### src/hdl/pida_pkg.sv
// Shared types and constants for the positional insert/delete list.
// No dependencies; used by the interfaces, datapath, controller and checker.
package pida_pkg;

   localparam int WORD_W    = 32;
   localparam int POS_W     = 4;
   localparam int OP_W      = 3;
   localparam int STATUS_W  = 2;
   localparam int CNT_OUT_W = 5;

   typedef enum logic [OP_W-1:0] {
      OP_CLEAR   = 3'd0,
      OP_APPEND  = 3'd1,
      OP_DISPLAY = 3'd2,
      OP_INSERT  = 3'd3,
      OP_DELETE  = 3'd4
   } op_type;

   typedef enum logic [STATUS_W-1:0] {
      ST_OK     = 2'd0,
      ST_FULL   = 2'd1,
      ST_BADPOS = 2'd2,
      ST_EMPTY  = 2'd3
   } status_type;

   // Controller to datapath
   typedef struct packed {
      logic exec;       // run the request and load the result register
      logic disp_step;  // load the next displayed word
   } cmd_type;

   // Datapath to controller
   typedef struct packed {
      logic multi;      // more than one word stored
      logic step_last;  // display index points at the final word
   } stat_type;

endpackage

### src/hdl/pida_if.sv
// Valid/ready channel interfaces for requests and responses.
// Depends on pida_pkg for field widths.
interface pida_req_if;
   logic                                valid;
   logic                                ready;
   logic [pida_pkg::OP_W-1:0]           operation;
   logic [pida_pkg::POS_W-1:0]          position;
   logic signed [pida_pkg::WORD_W-1:0]  value;

   modport source (output valid, output operation, output position, output value,
                   input ready);
   modport sink   (input valid, input operation, input position, input value,
                   output ready);
endinterface

interface pida_rsp_if;
   logic                                valid;
   logic                                ready;
   logic signed [pida_pkg::WORD_W-1:0]  data_out;
   logic [pida_pkg::STATUS_W-1:0]       status;
   logic [pida_pkg::CNT_OUT_W-1:0]      count_after;
   logic                                last;

   modport source (output valid, output data_out, output status, output count_after,
                   output last, input ready);
   modport sink   (input valid, input data_out, input status, input count_after,
                   input last, output ready);
endinterface

### src/hdl/pida_dp.sv
// Datapath: register row of list words, word count, display index, result register.
// Depends on pida_pkg; driven by pida_ctrl through cmd_type.
module pida_dp #(
   parameter int DEPTH = 16
) (
   input  logic                                clock,
   input  logic                                reset,
   input  pida_pkg::cmd_type                   cmd,
   input  logic [pida_pkg::OP_W-1:0]           operation,
   input  logic [pida_pkg::POS_W-1:0]          position,
   input  logic signed [pida_pkg::WORD_W-1:0]  value,
   output pida_pkg::stat_type                  stat,
   output logic signed [pida_pkg::WORD_W-1:0]  data_out,
   output logic [pida_pkg::STATUS_W-1:0]       status,
   output logic [pida_pkg::CNT_OUT_W-1:0]      count_after,
   output logic                                last
);

   localparam int CW   = $clog2(DEPTH + 1);
   localparam int IW   = $clog2(DEPTH);
   localparam int CMPW = (CW > pida_pkg::POS_W) ? CW : pida_pkg::POS_W;

   logic signed [pida_pkg::WORD_W-1:0] entries_ff [DEPTH];
   logic signed [pida_pkg::WORD_W-1:0] entries_in [DEPTH];
   logic [CW-1:0]                      count_ff, count_in;
   logic [IW-1:0]                      idx_ff, idx_in;

   logic signed [pida_pkg::WORD_W-1:0] data_ff, data_in;
   pida_pkg::status_type               status_ff, status_in;
   logic [pida_pkg::CNT_OUT_W-1:0]     cnt_out_ff, cnt_out_in;
   logic                               last_ff, last_in;

   logic [CMPW-1:0]                    pos_ext, cnt_ext, ins_pos;
   logic                               full, empty, ins_en, del_en;
   logic [IW-1:0]                      rd_addr;
   logic signed [pida_pkg::WORD_W-1:0] rd_word;

   assign pos_ext = CMPW'(position);
   assign cnt_ext = CMPW'(count_ff);
   assign full    = (count_ff == CW'(DEPTH));
   assign empty   = (count_ff == '0);

   assign stat.multi     = (count_ff > CW'(1));
   assign stat.step_last = ((CW'(idx_ff) + CW'(1)) == count_ff);

   // Single read port: display index while streaming, else head or delete position
   always_comb begin
      if (cmd.disp_step) begin
         rd_addr = idx_ff;
      end else if (operation == pida_pkg::OP_DELETE) begin
         rd_addr = IW'(position);
      end else begin
         rd_addr = '0;
      end
   end
   assign rd_word = entries_ff[rd_addr];

   always_comb begin
      count_in   = count_ff;
      idx_in     = idx_ff;
      data_in    = '0;
      status_in  = pida_pkg::ST_OK;
      last_in    = 1'b1;
      ins_en     = 1'b0;
      ins_pos    = cnt_ext;
      del_en     = 1'b0;
      if (cmd.exec) begin
         unique case (operation)
            pida_pkg::OP_CLEAR: begin
               count_in = '0;
            end
            pida_pkg::OP_APPEND: begin
               if (full) begin
                  status_in = pida_pkg::ST_FULL;
               end else begin
                  ins_en = 1'b1;
               end
            end
            pida_pkg::OP_DISPLAY: begin
               if (empty) begin
                  status_in = pida_pkg::ST_EMPTY;
               end else begin
                  data_in = rd_word;
                  last_in = (count_ff == CW'(1));
                  idx_in  = IW'(1);
               end
            end
            pida_pkg::OP_INSERT: begin
               if (full) begin
                  status_in = pida_pkg::ST_FULL;
               end else if (pos_ext > cnt_ext) begin
                  status_in = pida_pkg::ST_BADPOS;
               end else begin
                  ins_en  = 1'b1;
                  ins_pos = pos_ext;
               end
            end
            pida_pkg::OP_DELETE: begin
               if (empty) begin
                  status_in = pida_pkg::ST_EMPTY;
               end else if (pos_ext >= cnt_ext) begin
                  status_in = pida_pkg::ST_BADPOS;
               end else begin
                  del_en   = 1'b1;
                  data_in  = rd_word;
                  count_in = count_ff - CW'(1);
               end
            end
            default: begin
            end
         endcase
         if (ins_en) begin
            count_in = count_ff + CW'(1);
         end
      end else if (cmd.disp_step) begin
         data_in = rd_word;
         last_in = stat.step_last;
         idx_in  = idx_ff + IW'(1);
      end
   end

   // Shift the whole row in one step: up for insert/append, down for delete
   always_comb begin
      for (int k = 0; k < DEPTH; k++) begin
         entries_in[k] = entries_ff[k];
         if (ins_en) begin
            if (CMPW'(k) == ins_pos) begin
               entries_in[k] = value;
            end else if (CMPW'(k) > ins_pos) begin
               entries_in[k] = entries_ff[(k > 0) ? k - 1 : 0];
            end
         end else if (del_en) begin
            if ((CMPW'(k) >= pos_ext) && (k + 1 < DEPTH)) begin
               entries_in[k] = entries_ff[(k + 1 < DEPTH) ? k + 1 : k];
            end
         end
      end
   end

   assign cnt_out_in = pida_pkg::CNT_OUT_W'(count_in);

   always_ff @(posedge clock) begin
      if (reset) begin
         count_ff <= '0;
         idx_ff   <= '0;
      end else begin
         count_ff <= count_in;
         idx_ff   <= idx_in;
      end
   end

   always_ff @(posedge clock) begin
      entries_ff <= entries_in;
      if (cmd.exec || cmd.disp_step) begin
         data_ff    <= data_in;
         status_ff  <= status_in;
         cnt_out_ff <= cnt_out_in;
         last_ff    <= last_in;
      end
   end

   assign data_out    = data_ff;
   assign status      = status_ff;
   assign count_after = cnt_out_ff;
   assign last        = last_ff;

endmodule

### src/hdl/pida_ctrl.sv
// Controller: request acceptance, display sequencing and response valid.
// Depends on pida_pkg; commands pida_dp through cmd_type.
module pida_ctrl (
   input  logic                       clock,
   input  logic                       reset,
   input  logic                       req_valid,
   input  logic [pida_pkg::OP_W-1:0]  operation,
   input  logic                       rsp_ready,
   input  pida_pkg::stat_type         stat,
   output logic                       req_ready,
   output logic                       rsp_valid,
   output pida_pkg::cmd_type          cmd
);

   typedef enum logic {
      S_IDLE,
      S_DISPLAY
   } state_type;

   state_type state_ff, state_in;
   logic      rsp_valid_ff, rsp_valid_in;
   logic      slot_free;

   assign slot_free     = !rsp_valid_ff || rsp_ready;
   assign req_ready     = (state_ff == S_IDLE) && slot_free;
   assign cmd.exec      = req_valid && req_ready;
   assign cmd.disp_step = (state_ff == S_DISPLAY) && slot_free;

   always_comb begin
      state_in = state_ff;
      unique case (state_ff)
         S_IDLE: begin
            if (cmd.exec && (operation == pida_pkg::OP_DISPLAY) && stat.multi) begin
               state_in = S_DISPLAY;
            end
         end
         S_DISPLAY: begin
            if (cmd.disp_step && stat.step_last) begin
               state_in = S_IDLE;
            end
         end
         default: begin
            state_in = S_IDLE;
         end
      endcase
      if (cmd.exec || cmd.disp_step) begin
         rsp_valid_in = 1'b1;
      end else if (rsp_ready) begin
         rsp_valid_in = 1'b0;
      end else begin
         rsp_valid_in = rsp_valid_ff;
      end
   end

   always_ff @(posedge clock) begin
      if (reset) begin
         state_ff     <= S_IDLE;
         rsp_valid_ff <= 1'b0;
      end else begin
         state_ff     <= state_in;
         rsp_valid_ff <= rsp_valid_in;
      end
   end

   assign rsp_valid = rsp_valid_ff;

endmodule

### src/hdl/positional_insert_delete_array.sv
// Positional insert/delete list: an ordered list of up to DEPTH signed 32-bit words.
//
// Channels: req_bus carries one operation per beat (clear, append, display, insert at
// position, delete at position). rsp_bus returns result beats with the word (display or
// delete), a status (ok, full, bad position, empty), the count after the operation, and
// last on the final beat of a request.
// Results: the first result beat is registered and shows in the cycle after the request
// beat. Clear, append, insert and delete each give one beat: the whole register row
// shifts when the request is taken. A display of N words streams N beats, one per cycle
// while rsp_bus is ready, through the single row read port; no request is taken until
// its last beat is loaded. An empty display gives one beat with empty status.
// Throughput: one request per cycle for single-beat operations while rsp_bus is ready,
// since a new request is taken in the cycle the waiting result is taken.
// Reset (synchronous, active high): count, display state and rsp valid clear; stored
// words are not cleared and are never read before being written.
// Stall: while a beat waits and rsp_bus is not ready, the result register holds it,
// req_ready drops, and display streaming pauses in place.
// Depends on pida_pkg, pida_if, pida_ctrl and pida_dp.
module positional_insert_delete_array #(
   parameter int DEPTH = 16
) (
   input  logic        clock,
   input  logic        reset,
   pida_req_if.sink    req_bus,
   pida_rsp_if.source  rsp_bus
);

   pida_pkg::cmd_type  cmd;
   pida_pkg::stat_type stat;

   // Sequence acceptance and display beats
   pida_ctrl u_ctrl (
      .clock     (clock),
      .reset     (reset),
      .req_valid (req_bus.valid),
      .operation (req_bus.operation),
      .rsp_ready (rsp_bus.ready),
      .stat      (stat),
      .req_ready (req_bus.ready),
      .rsp_valid (rsp_bus.valid),
      .cmd       (cmd)
   );

   // Hold the list and build each result beat
   pida_dp #(
      .DEPTH (DEPTH)
   ) u_dp (
      .clock       (clock),
      .reset       (reset),
      .cmd         (cmd),
      .operation   (req_bus.operation),
      .position    (req_bus.position),
      .value       (req_bus.value),
      .stat        (stat),
      .data_out    (rsp_bus.data_out),
      .status      (rsp_bus.status),
      .count_after (rsp_bus.count_after),
      .last        (rsp_bus.last)
   );

endmodule

### src/flat_wrapper.sv
// flat-port wrapper written by rule: the top's interface ports become plain ports
module positional_insert_delete_array_flat 
#(
   parameter int DEPTH = 16
)
  (clock, reset, req_bus_valid, req_bus_operation, req_bus_position, req_bus_value, req_bus_ready, rsp_bus_valid, rsp_bus_data_out, rsp_bus_status, rsp_bus_count_after, rsp_bus_last, rsp_bus_ready);
  pida_req_if req_bus_i ();
  pida_rsp_if rsp_bus_i ();
  input  logic clock;
  input  logic reset;
  input wire logic [$bits(req_bus_i.valid)-1:0] req_bus_valid;
  input wire logic [$bits(req_bus_i.operation)-1:0] req_bus_operation;
  input wire logic [$bits(req_bus_i.position)-1:0] req_bus_position;
  input wire logic [$bits(req_bus_i.value)-1:0] req_bus_value;
  output wire logic [$bits(req_bus_i.ready)-1:0] req_bus_ready;
  output wire logic [$bits(rsp_bus_i.valid)-1:0] rsp_bus_valid;
  output wire logic [$bits(rsp_bus_i.data_out)-1:0] rsp_bus_data_out;
  output wire logic [$bits(rsp_bus_i.status)-1:0] rsp_bus_status;
  output wire logic [$bits(rsp_bus_i.count_after)-1:0] rsp_bus_count_after;
  output wire logic [$bits(rsp_bus_i.last)-1:0] rsp_bus_last;
  input wire logic [$bits(rsp_bus_i.ready)-1:0] rsp_bus_ready;
  assign req_bus_i.valid = req_bus_valid;
  assign req_bus_i.operation = req_bus_operation;
  assign req_bus_i.position = req_bus_position;
  assign req_bus_i.value = req_bus_value;
  assign req_bus_ready = req_bus_i.ready;
  assign rsp_bus_valid = rsp_bus_i.valid;
  assign rsp_bus_data_out = rsp_bus_i.data_out;
  assign rsp_bus_status = rsp_bus_i.status;
  assign rsp_bus_count_after = rsp_bus_i.count_after;
  assign rsp_bus_last = rsp_bus_i.last;
  assign rsp_bus_i.ready = rsp_bus_ready;
  positional_insert_delete_array #(.DEPTH(DEPTH)) u_core (.clock(clock), .reset(reset), .req_bus(req_bus_i), .rsp_bus(rsp_bus_i));
endmodule
### config.mk
export PLATFORM = sky130hd
export DESIGN_NAME = positional_insert_delete_array_flat
export DESIGN_NICKNAME = d
export VERILOG_FILES = /design/src/hdl/pida_pkg.sv /design/src/hdl/pida_if.sv /design/src/hdl/pida_dp.sv /design/src/hdl/pida_ctrl.sv /design/src/hdl/positional_insert_delete_array.sv /design/src/flat_wrapper.sv
export SDC_FILE = /design/constraint.sdc
export NUM_CORES = 2
export LEC_CHECK = 0
export BUFFER_PORTS_ARGS = -buffer_cell sky130_fd_sc_hd__buf_4
export CAP_MARGIN = 0
export CORE_AREA = 2 2 282 214
export DETAILED_ROUTE_END_ITERATION = 6
export DIE_AREA = 0 0 284 216
export HOLD_SLACK_MARGIN = 0.15
export PLACE_DENSITY = 0.83
export SYNTH_ARGS = -nofsm -noshare
export SYNTH_HDL_FRONTEND = slang
export SYNTH_SLANG_ARGS = --single-unit
export TNS_END_PERCENT = 1
### constraint.sdc
create_clock -name clock -period 5.9 [get_ports clock]
set_clock_uncertainty 0.1 [all_clocks]
set_input_delay 0.59 -clock clock [delete_from_list [all_inputs] [get_ports clock]]
set_output_delay 0.59 -clock clock [all_outputs]
set_load 0.03 [all_outputs]
# Word level (Yosys, flattened, before mapping)
# Index checks and enable logic that the tools add are counted.
[totals] ff_bits=563 latchBits=0 mem_bits_rw=0 romBits=0 in_bits=43 out_inout_bits=42 mem_count=0
[op_classes] n_addsub=4 n_mul=0 div_mod_pow=0 magnitude_cmp=34 eq_ne=39 shift=0 muxes=126 bitwise=2 n_reduce_logical=48
[op_table] op="$mux W32" n=83
[op_table] op="$bmux W32 S4" n=1
[op_table] op="$pmux W32 S2" n=1
[op_table] op="$reduce_and A3 Y1" n=16
[op_table] op="$ne A3 B1 Y1 const B" n=14
[op_table] op="$eq A4 B5 Y1 const A" n=8
[op_table] op="$gt A4 B5 Y1 const A" n=8
[op_table] op="$mux W5" n=8
[op_table] op="$reduce_bool A2 Y1" n=19
[op_table] op="$ge A4 B4 Y1 const A" n=7
[op_table] op="$mux W4" n=6
[op_table] op="$eq A3 B5 Y1 const A" n=4
[op_table] op="$gt A3 B5 Y1 const A" n=4
[op_table] op="$mux W1" n=18
[op_table] op="$ge A3 B4 Y1 const A" n=4
[op_table] op="$eq A2 B5 Y1 const A" n=2
[op_table] op="$gt A2 B5 Y1 const A" n=2
[op_table] op="$logic_not A5 Y1" n=2
[op_table] op="$mux W2" n=5
[op_table] op="$pmux W5 S2" n=1
[op_table] op="$ge A1 B4 Y1 const A" n=2
[op_table] op="$ge A2 B4 Y1 const A" n=2
[op_table] op="$pmux W2 S4" n=1
[op_table] op="$eq A3 B2 Y1 const B" n=2
[op_table] op="other kinds (25)" n=33

# Longest topological paths before layout
[logic_depth] depth_word=12 ltp_mapped=13 mapped_depth_nobuf=8

# By module
# A second synthesis with hierarchy kept.
[hier_totals] hier_cells=3032 hier_area_um2=32758.9
[by_module_without_submodules] module="pida_dp" n_inst=1 cells_each=3020 area_per_inst_um2=32638.8 seq_area_each_um2=16756.1
[by_module_without_submodules] module="pida_ctrl" n_inst=1 cells_each=12 area_per_inst_um2=120.1 seq_area_each_um2=40.0

# Worst setup path before layout
# OpenSTA, ideal clock, no wires.
[synth_timing] path_kind="register to register" startpoint="reg u_core.u_dp.count_ff[3] (netlist: u_core.u_dp.cnt_ext[3])" endpoint="reg u_core.u_dp.entries_ff[416] (netlist bit) (enable)" setup_time_ps=472 arrival_ps=5000 required_time_ps=5328 slack_ps=328 stages_incl_launch_ff=11 synth_period_minus_slack_ps=5572 path_cell_list="dfxtp_1 > clkbuf_1 > inv_1 > ha_1 > and3_4 > a221o_1 > a311oi_2 > buf_2 > buf_2 > nand2_1 > o32ai_1"
[synth_via] elab_chain_cells=8 word_cells_on_any_way=24 classes_between="3 x order compare; 3 x eq/ne; 14 x mux; 4 x reduce/logical"
[synth_lines] item="start: declaration" line="pida_dp.sv:25" rtl="logic [CW-1:0] count_ff, count_in;"
[synth_lines] item="start signal: assignment" line="pida_dp.sv:147" rtl="count_ff <= count_in;"
[synth_lines] item="$gt A4 B5 Y1" line="pida_dp.sv:91" rtl="end else if (pos_ext > cnt_ext) begin"
[synth_lines] item="$mux W5 or $mux W1 (tied branches)" line="pida_dp.sv:91"
[synth_lines] item="$mux W5 or $mux W1 (tied branches)" line="pida_dp.sv:89" rtl="if (full) begin"
[synth_lines] item="$mux W5 or $pmux W1 S2 (tied branches)" line="pida_dp.sv:68" rtl="unique case (operation)"
[synth_lines] item="$mux W5 or $mux W1 (tied branches)" line="pida_dp.sv:67" rtl="if (cmd.exec) begin"
[synth_lines] item="$gt A2 B5 Y1 (tied with other cells)" line="pida_dp.sv:129" rtl="end else if (CMPW'(k) > ins_pos) begin"
[synth_lines] item="$ne A3 B1 Y1 (no line) or $reduce_bool A2 Y1 (tied branches)"
[synth_lines] item="$reduce_and A3 Y1 (no line) (*)"
[synth_lines] item="end signal: assignment" line="pida_dp.sv:153" rtl="entries_ff <= entries_in;"
[synth_lines] item="end: declaration" line="pida_dp.sv:23" rtl="logic signed [pida_pkg::WORD_W-1:0] entries_ff [DEPTH];"
# Mark *: on every way between the ends. The rest lies on a longest branch, timed or not. The select of a mux whose other input is x is not followed.
# A chain may end at the register's enable or synchronous reset.

==> metrics.txt <==
status=complete, but fails checks; failing checks=design-rule violations; drt via density=7.41; syn avg cell area=9.53 um^2; Syn Nets=about 3600; number of global-route vias before repair=about 29000; drt initial violations=5974; post-DP HPWL=68100 um; Post CTS Setup Buffer Count=0; root buffer cell=clkbuf_16; Slowest Stage Delay on Critical Path=0.81 ns; most instantiated cells after synthesis=nand2_1 (584), edfxtp_1 (552), o21ai_0 (461), nand3_1 (393), clkbuf_1 (264); final net count=between 3000 and 4000; clk slew on worst S/H paths=0.07 ns; final WL=118000 um; gr usage total=between 30% and 40%; Initial Util=57.6%; layout cells sized above 1=between 10% and 20%; post-CTS sizing=0; #FFs+latches synth=around 560; First-pass DRT Iterations=7; Worst Path Required=6.15 ns; TritonCTS Buffers=56; Setup violations, final=0; Die W=284 um; DRC errors left=27; largest net degree at the start of global routing=between 200 and 250; Setup TNS Final=0 ns; power density over the cells=between 200 and 250 nW/um^2; CORE AREA=58600 um^2; Hold WC Path Type=in -> reg; gr ovfl total=0; CP max-delay cell=or2_2; Max Freq=202 MHz; final worst path period need=4.94 ns; Slew @ Worst Pin=1.33 ns; Vias=around 31000; Arr. time, crit path=around 5.2 ns; Setup CP Type=reg -> reg; Multi-input gate area=approximately 16000 um^2; Top FF cell, synth=edfxtp_1; Sequential Area=16800 um^2; hold buffers post-CTS=3; Rows=77; Non-Filler Instances=between 4000 and 5000; post-synthesis cell count=3542; Synth area leader=edfxtp_1; number of H-tree levels=2; first-pass GRT wire length=176000 um; initial antenna violation count=6; endpoints failing hold=0; Max-Cap Viols=0; CTS tree=built; critical path endpoint category=flop; Netlist Area Pre-Place=approximately 34000 um^2; Worst-Skew Late Latency=~0.66 ns; sequential fraction of the synthesis area=about half; Cells after DPL=4113; max-slew violation count=0; count leader, synth=nand2_1; fin crit share=83.8%; Worst VDD drop=214 uV; Clock Sinks=563; Die Ht=around 220 um; GP Congestion=around 0.95; Max-slew headroom=11.6%; Synth top area share=49.1%; DR WL/cell=28.0 um; Area growth syn-to-layout=8.32%; FFs w/ async S/R, synth=0%; Ys Warns=0; EDFF count, synth=about 550; synth unique cells=between 70 and 80; top post-synthesis cells by area=edfxtp_1 (49%), mux2i_1 (7.7%), o21ai_0 (6.8%); Die ar.=61300 um^2; port bufs=84; CTS max path bufs=3; DRT antenna net count=0; Critical Path Start Type=flop; unrepaired setup endpoints after global routing=false; critical path, cell by cell=inv_1 -> ha_1 -> and3_4 -> a221oi_2 -> o211a_1 -> o32a_2 -> buf_4 -> or2_2 -> o211ai_1; Fill cells=between 4000 and 5000; # IOs=85; leakage=12.1 nW; Worst Path Max Fanout=33
[layout make-up]
| cell class | instances | area share [%] |
|---|---|---|
| Antenna cell | 2 | 0.0137 |
| Multi-Input combinational cell | 2578 | 42.6 |
| Inverter | 17 | 0.175 |
| Clock buffer | 71 | 4.05 |
| Timing Repair Buffer | 168 | 3.78 |
| Sequential cell | 563 | 45.9 |
| Tap cell | 790 | 2.70 |
| Clock inverter | 30 | 0.691 |
[cell usage in the layout (no fill, tap or decap), types with 5 or more instances in the layout]
cell type and count:
a211oi_1 5, a21o_1 6, a21oi_1 21, a31oi_1 130, a32o_1 64, buf_12 9
buf_4 156, clkbuf_1 14, clkbuf_16 57, clkinv_1 11, clkinv_2 10, dfxtp_1 11
edfxtp_1 552, ha_1 8, inv_1 17, mux2_2 33, mux2i_1 256, nand2_1 581
nand2b_1 6, nand3_1 389, nand4_1 130, nor2_1 161, nor2b_1 7, nor3_1 8
o211ai_1 160, o21ai_0 460, o21ai_1 11, o22ai_4 9, o32ai_1 34, o32ai_4 6
[power by group]
group	total, mW	leakage (nW)	internal (mW)	switching [mW]
sequential	4.61	5.15	4.53	0.0805
clock	3.55	0.842	1.91	1.64
combinational	0.892	6.15	0.265	0.627
[worst max-delay path: cells and delay by family, from the launching register on]
family	cells	cell delay [ns]
buffers and inverters	2	0.73
adder cells (fa/ha/maj)	1	0.37
AND/OR/NAND/NOR	2	0.99
AO/OA/AOI/OAI	4	1.72
flip-flops	1	0.68
[metrics by stage]
stage / hold WS, ns / util (%) / total power, mW / area, um^2 / worst slack (ns)
2_1_floorplan: 0.429 / - / 5.23 / 33800 / 0.328
3_3_place_gp: 0.444 / 59.4 / 5.52 / 34800 / 1.28
3_5_place_dp: 0.455 / 59.4 / 5.54 / 34800 / 1.20
4_1_cts: 0.264 / 62.4 / 9.00 / 36600 / 1.16
5_1_grt: 0.289 / 62.4 / 9.24 / 36600 / 0.823
6_report: 0.282 / 62.4 / 9.06 / 36600 / 0.958
[per-layer routing]
layer / up-vias / GRT usage, % / share of wire, %
met5: - / 0 / 0.040
met2: 3082 / 52.2 / 42
met1: 14610 / 51.5 / 36
met4: 6 / 18.1 / 5.3
met3: 468 / 12.1 / 17
li1: 13095 / - / -
[state kept, by name, indices dropped and copies added, names as in the netlist]
| signal | count |
|---|---|
| u_core.u_dp.status | 2 |
| u_core.u_dp.entries_ff | 512 |
| u_core.u_dp.cnt_ext | 5 |
| u_core.u_ctrl.rsp_valid | 1 |
| u_core.u_dp.last | 1 |
| u_core.u_dp.data_out | 32 |
| u_core.u_dp.count_after | 5 |
| u_core.u_ctrl.state_ff | 1 |
| u_core.u_dp.idx_ff | 4 |
[kinds of logic (layout without fill, tap and decap cells)]
| kind of cell | Yosys count | after routing | synth area share, % |
|---|---|---|---|
| and+or+nand+nor | 1318 | 1318 | 17.5 |
| AOI/OAI and AO/OA | 955 | 955 | 18.0 |
| DFF | 563 | 563 | 49.8 |
| buffers and inverters | 401 | 286 | 5.49 |
| muxes | 295 | 295 | 8.89 |
| adders and majority gates | 8 | 8 | 0.297 |
| xor gates and xnor gates | 2 | 2 | 0.0519 |
| other | 0 | 2 | 0 |
[final timing paths]
check / depth (start not counted) / endpoint / slack, ns / start
worst max-delay path: 9 / u_core.u_dp.entries_ff[90] / 0.96 / u_core.u_dp.cnt_ext[1]
worst max register to register: 9 / u_core.u_dp.entries_ff[90] / 0.96 / u_core.u_dp.cnt_ext[1]
worst min-delay path: 2 / u_core.u_dp.entries_ff[1] / 0.28 / req_bus_value[1]
worst min register to register: 2 / u_core.u_dp.entries_ff[506] / 0.48 / u_core.u_dp.entries_ff[474]
Note: power is estimated with default switching activity, not from simulation.
